### src/hsvrgb_pkg.sv
`timescale 1ns / 1ps

package hsvrgb_pkg;

	localparam int unsigned HueWidth   = 14;
	localparam int unsigned CompWidth  = 16;
	localparam int unsigned TriWidth   = 10;
	localparam int unsigned ProdWidth  = CompWidth + TriWidth;
	localparam int unsigned QuoWidth   = 19;
	localparam int unsigned RecipShift = 24;
	localparam int unsigned RecipWidth = 21;

	localparam logic [HueWidth-1:0]   HueTurn   = 14'd5760;
	localparam logic [HueWidth-1:0]   HueTurn2  = 14'd11520;
	localparam logic [HueWidth-1:0]   HueSector = 14'd960;
	localparam logic [CompWidth-1:0]  QOne      = 16'd32768;
	localparam logic [TriWidth-1:0]   TriFull   = 10'd960;
	// ceil(2^24 / 15); exact floor division by 15 for quotients of 19 bits
	localparam logic [RecipWidth-1:0] Recip15   = 21'd1118482;

	typedef enum logic [2:0] {
		SEC_RY = 3'd0,
		SEC_YG = 3'd1,
		SEC_GC = 3'd2,
		SEC_CB = 3'd3,
		SEC_BM = 3'd4,
		SEC_MR = 3'd5
	} sector_t;

	typedef struct packed {
		logic [HueWidth-1:0]  hue;
		logic [CompWidth-1:0] saturation;
		logic [CompWidth-1:0] brightness;
	} hsv_t;

	typedef struct packed {
		logic [CompWidth-1:0] red;
		logic [CompWidth-1:0] green;
		logic [CompWidth-1:0] blue;
	} rgb_t;

endpackage

### src/hsv_to_rgb_converter_core.sv
`timescale 1ns / 1ps

// HSV to RGB color conversion, one word per clock while the output is not stalled.
// Input channel hsv (hsv_valid / hsv_stall) carries hue in 1/16 degree, wrapped
// modulo 360 degrees, and saturation and brightness in Q1.15 (values above 1.0
// are clamped). Output channel rgb (rgb_valid / rgb_stall) carries red, green
// and blue in Q1.15.
// Five register stages: hue wrap and clamp, chroma product and sector split,
// chroma times triangle, division by 960 through a reciprocal multiply, then
// channel select and offset add into the output register. Throughput is one
// word per cycle while the output is not stalled.
// The three multipliers set the stage depth.
// Reset clears all stage valid bits; nothing else is reset.
// When rgb_valid is high and rgb_stall is high the whole pipeline freezes,
// the output word holds, and hsv_stall is raised until the word is taken.
module hsv_to_rgb_converter_core
	import hsvrgb_pkg::*;
(
	input  logic clk,
	input  logic arst_n,
	input  logic hsv_valid,
	output logic hsv_stall,
	input  hsv_t hsv,
	output logic rgb_valid,
	input  logic rgb_stall,
	output rgb_t rgb
);

	logic advance;
	assign advance   = !(rgb_valid && rgb_stall);
	assign hsv_stall = !advance;

	logic valid_s1, valid_s2, valid_s3, valid_s4, valid_s5;

	// stage 1: wrap hue, clamp saturation and brightness
	logic [HueWidth-1:0]  h_s1;
	logic [CompWidth-1:0] s_s1, v_s1;
	logic [HueWidth-1:0]  h_wrap;
	logic [CompWidth-1:0] s_clamp, v_clamp;

	always_comb begin
		if (hsv.hue >= HueTurn2) begin
			h_wrap = hsv.hue - HueTurn2;
		end else if (hsv.hue >= HueTurn) begin
			h_wrap = hsv.hue - HueTurn;
		end else begin
			h_wrap = hsv.hue;
		end
		s_clamp = (hsv.saturation > QOne) ? QOne : hsv.saturation;
		v_clamp = (hsv.brightness > QOne) ? QOne : hsv.brightness;
	end

	always_ff @(posedge clk) begin
		if (advance) begin
			h_s1 <= h_wrap;
			s_s1 <= s_clamp;
			v_s1 <= v_clamp;
		end
	end

	// stage 2: chroma, sector, triangle
	logic [2*CompWidth-1:0] vs_prod;
	logic [2:0]             sec_cnt;
	logic [HueWidth-1:0]    sec_base;
	logic [TriWidth-1:0]    frac;
	logic [TriWidth-1:0]    tri_val;
	sector_t                sec;

	logic [CompWidth-1:0] c_s2, v_s2;
	logic [TriWidth-1:0]  tri_s2;
	sector_t              sec_s2;

	always_comb begin
		vs_prod = (2*CompWidth)'(v_s1) * (2*CompWidth)'(s_s1);
		sec_cnt = 3'd0;
		for (int i = 1; i < 6; i++) begin
			if (h_s1 >= HueWidth'(i * 960)) begin
				sec_cnt = 3'(i);
			end
		end
		sec      = sector_t'(sec_cnt);
		sec_base = HueWidth'(sec_cnt * HueSector);
		frac     = TriWidth'(h_s1 - sec_base);
		tri_val  = sec_cnt[0] ? (TriFull - frac) : frac;
	end

	always_ff @(posedge clk) begin
		if (advance) begin
			c_s2   <= vs_prod[30:15];
			v_s2   <= v_s1;
			tri_s2 <= tri_val;
			sec_s2 <= sec;
		end
	end

	// stage 3: chroma times triangle
	logic [ProdWidth-1:0] ct_s3;
	logic [CompWidth-1:0] c_s3, v_s3;
	sector_t              sec_s3;

	always_ff @(posedge clk) begin
		if (advance) begin
			ct_s3  <= ProdWidth'(c_s2) * ProdWidth'(tri_s2);
			c_s3   <= c_s2;
			v_s3   <= v_s2;
			sec_s3 <= sec_s2;
		end
	end

	// stage 4: divide by 960 = shift by 6, then divide by 15 via reciprocal
	logic [QuoWidth-1:0]              ct_shr;
	logic [QuoWidth+RecipWidth-1:0]   q_prod;
	logic [CompWidth-1:0] x_s4, c_s4, v_s4;
	sector_t              sec_s4;

	always_comb begin
		ct_shr = ct_s3[ProdWidth-2:6];
		q_prod = (QuoWidth+RecipWidth)'(ct_shr) * (QuoWidth+RecipWidth)'(Recip15);
	end

	always_ff @(posedge clk) begin
		if (advance) begin
			x_s4   <= q_prod[RecipShift +: CompWidth];
			c_s4   <= c_s3;
			v_s4   <= v_s3;
			sec_s4 <= sec_s3;
		end
	end

	// stage 5: channel select and offset
	logic [CompWidth-1:0] m_val;
	logic [CompWidth-1:0] r_sel, g_sel, b_sel;
	rgb_t                 rgb_s5;

	always_comb begin
		m_val = v_s4 - c_s4;
		case (sec_s4)
			SEC_RY: begin r_sel = c_s4; g_sel = x_s4; b_sel = '0; end
			SEC_YG: begin r_sel = x_s4; g_sel = c_s4; b_sel = '0; end
			SEC_GC: begin r_sel = '0; g_sel = c_s4; b_sel = x_s4; end
			SEC_CB: begin r_sel = '0; g_sel = x_s4; b_sel = c_s4; end
			SEC_BM: begin r_sel = x_s4; g_sel = '0; b_sel = c_s4; end
			default: begin r_sel = c_s4; g_sel = '0; b_sel = x_s4; end
		endcase
	end

	always_ff @(posedge clk) begin
		if (advance) begin
			rgb_s5.red   <= r_sel + m_val;
			rgb_s5.green <= g_sel + m_val;
			rgb_s5.blue  <= b_sel + m_val;
		end
	end

	always_ff @(posedge clk or negedge arst_n) begin
		if (!arst_n) begin
			valid_s1 <= 1'b0;
			valid_s2 <= 1'b0;
			valid_s3 <= 1'b0;
			valid_s4 <= 1'b0;
			valid_s5 <= 1'b0;
		end else if (advance) begin
			valid_s1 <= hsv_valid;
			valid_s2 <= valid_s1;
			valid_s3 <= valid_s2;
			valid_s4 <= valid_s3;
			valid_s5 <= valid_s4;
		end
	end

	assign rgb_valid = valid_s5;
	assign rgb       = rgb_s5;

endmodule

### config.mk
export PLATFORM = sky130hd
export DESIGN_NAME = hsv_to_rgb_converter_core
export DESIGN_NICKNAME = d
export VERILOG_FILES = /design/src/hsvrgb_pkg.sv /design/src/hsv_to_rgb_converter_core.sv
export SDC_FILE = /design/constraint.sdc
export NUM_CORES = 2
export LEC_CHECK = 0
export ABC_CLOCK_PERIOD_IN_PS = 11700
export BUFFER_PORTS_ARGS = -buffer_cell sky130_fd_sc_hd__buf_2
export CAP_MARGIN = 20
export CORE_MARGIN = 2
export CORE_UTILIZATION = 37
export CTS_CLUSTER_DIAMETER = 100
export DETAILED_ROUTE_END_ITERATION = 8
export SYNTH_ARGS = -nofsm -noshare
export SYNTH_HDL_FRONTEND = slang
export SYNTH_SLANG_ARGS = --single-unit
### constraint.sdc
create_clock -name clk -period 11.7 [get_ports clk]
set_clock_uncertainty 0.1 [all_clocks]
set_input_delay 0.585 -clock clk [delete_from_list [all_inputs] [get_ports clk]]
set_output_delay 0.585 -clock clk [all_outputs]
set_load 0.05 [all_outputs]
==> load_flow_metrics.sql <==
INSERT INTO impl_metrics (metric_group, metric, value, unit) VALUES
('outcome', 'run_status', 'finished clean', ''),
('logic_synthesis', 'yosysWarnings', '0', ''),
('worst_setup_path', 'crit-reg2reg-launch', 'v_s1[9]', ''),
('global_routing', 'largest_net_degree_at_the_start_of_global_routing', '117', ''),
('sta', 'fin_crit_sh', '56.0', '%'),
('placed_design', 'gp_congestion', '0.863', ''),
('global_routing', 'initial_antenna_violation_count', '0', ''),
('global_routing', 'grt_overflow_total', '0', ''),
('die', 'core_area', '74600', 'µm²'),
('logic_synthesis', 'synth_top_area_cell', 'edfxtp_1', ''),
('run', 'drv_cap', '0', ''),
('cells_and_area', 'finalCoreUtilization', '40.8', '%'),
('worst_setup_path', 'worst-endpoint-arrival', '6.80', 'ns'),
('clock_network', 'clock_sink_count', '249', ''),
('clock_network', 'cts_buffers', '31', ''),
('routing', 'detail_route.wirelength', '59800', 'µm'),
('global_routing', 'global_route_wire_length_before_repair', '98400', 'µm'),
('logic_synthesis', 'ys_top_cells_by_area', 'edfxtp_1 (26%), fa_1 (25%), ha_1 (15%), inv_1 (6.2%), nand2_1 (4.5%)', ''),
('logic_synthesis', 'dominantRegCellSynth', 'edfxtp_1', ''),
('cells_and_area', 'fillerInstances', '7235', ''),
('hold_path', 'hold-path-cell-count', '1', ''),
('routing', 'vias_per_cell', '4.93', ''),
('sta', 'slew_headroom', '34.9', '%'),
('sta', 'max_freq', '0.153', 'GHz'),
('clock_network', 'clock_latency_reported_for_the_late_side_of_the_worst_skew_pair', '0.59', 'ns'),
('logic_synthesis', 'synth_common_cells', 'inv_1 (461), fa_1 (345), nand2_1 (335), ha_1 (329), edfxtp_1 (244)', ''),
('global_routing', 'first_global_vias', '19100', ''),
('hold_path', 'worstHoldStart', 'hsv[32]', ''),
('sta', 'fin_setup_tns', '0', 'ns'),
('routing', 'vias', '18700', ''),
('worst_setup_path', 'rrSetupSlack', '5.15', 'ns'),
('worst_setup_path', 'regToRegEndpoint', 'c_s2[9]', ''),
('clock_network', 'clkTransAtPathRegs', '0.06', 'ns'),
('worst_setup_path', 'critical_path_required', '11.94', 'ns'),
('logic_synthesis', 'post_synth_instance_area', '27900', 'µm²'),
('cells_and_area', 'num-nets-final', '3525', ''),
('routing', 'drtPass1Iterations', '5', ''),
('logic_synthesis', 'number_of_enable_flip_flop_cells_after_synthesis', '244', ''),
('worst_setup_path', 'crit_start_category', 'flip-flop', ''),
('hold_path', 'hold_path_end', 'h_s1[0]', ''),
('clock_network', 'tritoncts_clock_tree', 'done', ''),
('sta', 'setup_repair_after_global_routing_missed_its_margin', 'no', ''),
('sta', 'report.final.hold_viol_count', '0', ''),
('clock_network', 'cts.root.buffer_cell', 'clkbuf_16', ''),
('die', 'initial_utilization', '37.4', '%'),
('die', 'die_height', '279', 'µm'),
('cells_and_area', 'stdcell_count', '3795', ''),
('routing', 'remaining_design_rule_violation_count', '0', ''),
('die', 'rows', '100', ''),
('sta', 'hold_ws', '0.0802', 'ns'),
('hold_path', 'worstHoldPathType', 'in -> reg', ''),
('placed_design', 'buffer_ports.inserted', '99', ''),
('worst_setup_path', 'timing.setup.critical_path_class', 'reg -> reg', ''),
('routing', 'wl_per_cell', '15.8', 'µm'),
('clock_network', 'cts.repair_timing.setup_buffer_count', '0', ''),
('logic_synthesis', 'synthDistinctLibCells', '68', ''),
('clock_network', 'max-clock-path-buffers', '3', ''),
('routing', 'detailedRoute.firstIterationViolations', '771', ''),
('logic_synthesis', 'register_bit_count_reported_by_yosys', '249', ''),
('worst_setup_path', 'critical_path.endpoint_type', 'flip-flop', ''),
('clock_network', 'htree_num_levels', '1', ''),
('logic_synthesis', 'most_frequently_used_cell_type_in_the_post_synthesis_netlist', 'inv_1', ''),
('logic_synthesis', 'synth_largest_type_area_fraction', '26.3', '%'),
('cells_and_area', 'num_antenna_cells', '0', ''),
('placed_design', 'placed_cells', '3735', ''),
('logic_synthesis', 'synthesis.nets', '3462', ''),
('die', 'fp.dieArea', '77600', 'µm²'),
('sta', 'timing.final.max_slew_violations', '0', ''),
('placed_design', 'post-dp-hpwl', '46900', 'µm'),
('routing', 'postRouteAntennaNets', '0', ''),
('logic_synthesis', 'post_synth.cell_area_avg', '10.2', 'µm²');
[worst max-delay path, stage by stage, from the launching register on]
cell and delay [ns]:
edfxtp_1 0.86, nand2_1 0.18, fa_1 0.59, fa_1 0.43
fa_1 0.51, inv_1 0.05, fa_1 0.46, fa_1 0.54
inv_1 0.05, fa_1 0.53, inv_1 0.04, ha_1 0.29
a21oi_1 0.12, o21ai_0 0.13, a22oi_1 0.25, a21oi_1 0.19
nor3_1 0.44, o221ai_1 0.24, a21oi_1 0.21, xnor2_1 0.08
[cell usage in the layout, fill, tap and decap left out, types with 19 or more instances in the layout]
master / n
nor2b_1: 47
clkbuf_16: 31
nor2_1: 96
a21oi_1: 110
o21ai_0: 59
nor3_1: 30
xnor2_1: 82
a22o_1: 19
and2_1: 189
xor2_1: 39
ha_1: 329
edfxtp_1: 244
fa_1: 345
nand2_1: 334
mux2i_1: 20
a21o_1: 28
nand3_1: 25
buf_2: 99
inv_1: 461
[repair_timing]
action                                  4_1_cts  5_1_grt
hold buffers                                  1        0
hold endpoints to repair                      5        0
endpoints found under the setup margin        0        0
[kinds of logic (layout without fill, tap and decap cells)]
logic type / Yosys count / count (layout) / synth area share, %
DFF: 249 / 249 / 26.7
and+or+nand+nor: 799 / 799 / 13.9
adders and majority gates: 675 / 675 / 39.5
AOI/OAI and AO/OA: 324 / 324 / 7.71
xor gates and xnor gates: 121 / 121 / 3.80
buffers and inverters: 542 / 630 / 7.33
muxes: 28 / 28 / 1.04
[stage by stage]
stage,area (µm²),setup WS (ns)
after floorplan,27900,3.29
after global placement,29400,5.22
after detailed placement,29400,5.17
after CTS,30500,5.14
after global routing,30500,4.73
final,30500,5.15
[per-layer routing]
| layer | wire length, µm | GRT usage [%] |
|---|---|---|
| met5 | 0 | 0 |
| met4 | 1290 | 3.94 |
| met3 | 2340 | 1.68 |
| met2 | 28700 | 26.8 |
| met1 | 27500 | 21.1 |
[sequential cells by signal, summed over array words and instances (netlist names), 3 cells and up]
| register | flops |
|---|---|
| sec_s3 | 3 |
| v_s4 | 16 |
| h_s1 | 14 |
| v_s3 | 16 |
| v_s2 | 16 |
| sec_s2 | 3 |
| c_s2 | 16 |
| s_s1 | 16 |
| c_s4 | 16 |
| sec_s4 | 3 |
| c_s3 | 16 |
| v_s1 | 16 |
| tri_s2 | 10 |
| rgb | 48 |
| x_s4 | 16 |
| ct_s3 | 19 |
[worst max-delay path by stage]
| stage | start | end |
|---|---|---|
| after global placement | s_s1[9] | c_s2[9] |
| after detailed placement | v_s1[5] | c_s2[13] |
| after floorplan | rgb_valid | hsv_stall |
| after global routing | v_s1[9] | c_s2[9] |
| after CTS | s_s1[9] | c_s2[9] |
| final | v_s1[9] | c_s2[9] |
[layout make-up]
class | instances | area [µm²] | area share (%)
multi-input cells | 1947 | 18400 | 60.5
flip-flops and latches | 249 | 7450 | 24.5
inverters | 461 | 1730 | 5.68
well taps | 969 | 1210 | 3.98
clock buffers | 35 | 791 | 2.60
repair buffers | 111 | 604 | 1.98
clock inverters | 23 | 246 | 0.809
Power is left out: the tool's default activity adds up to more than one toggle a clock period on the data nets, which glitch-free logic cannot reach.
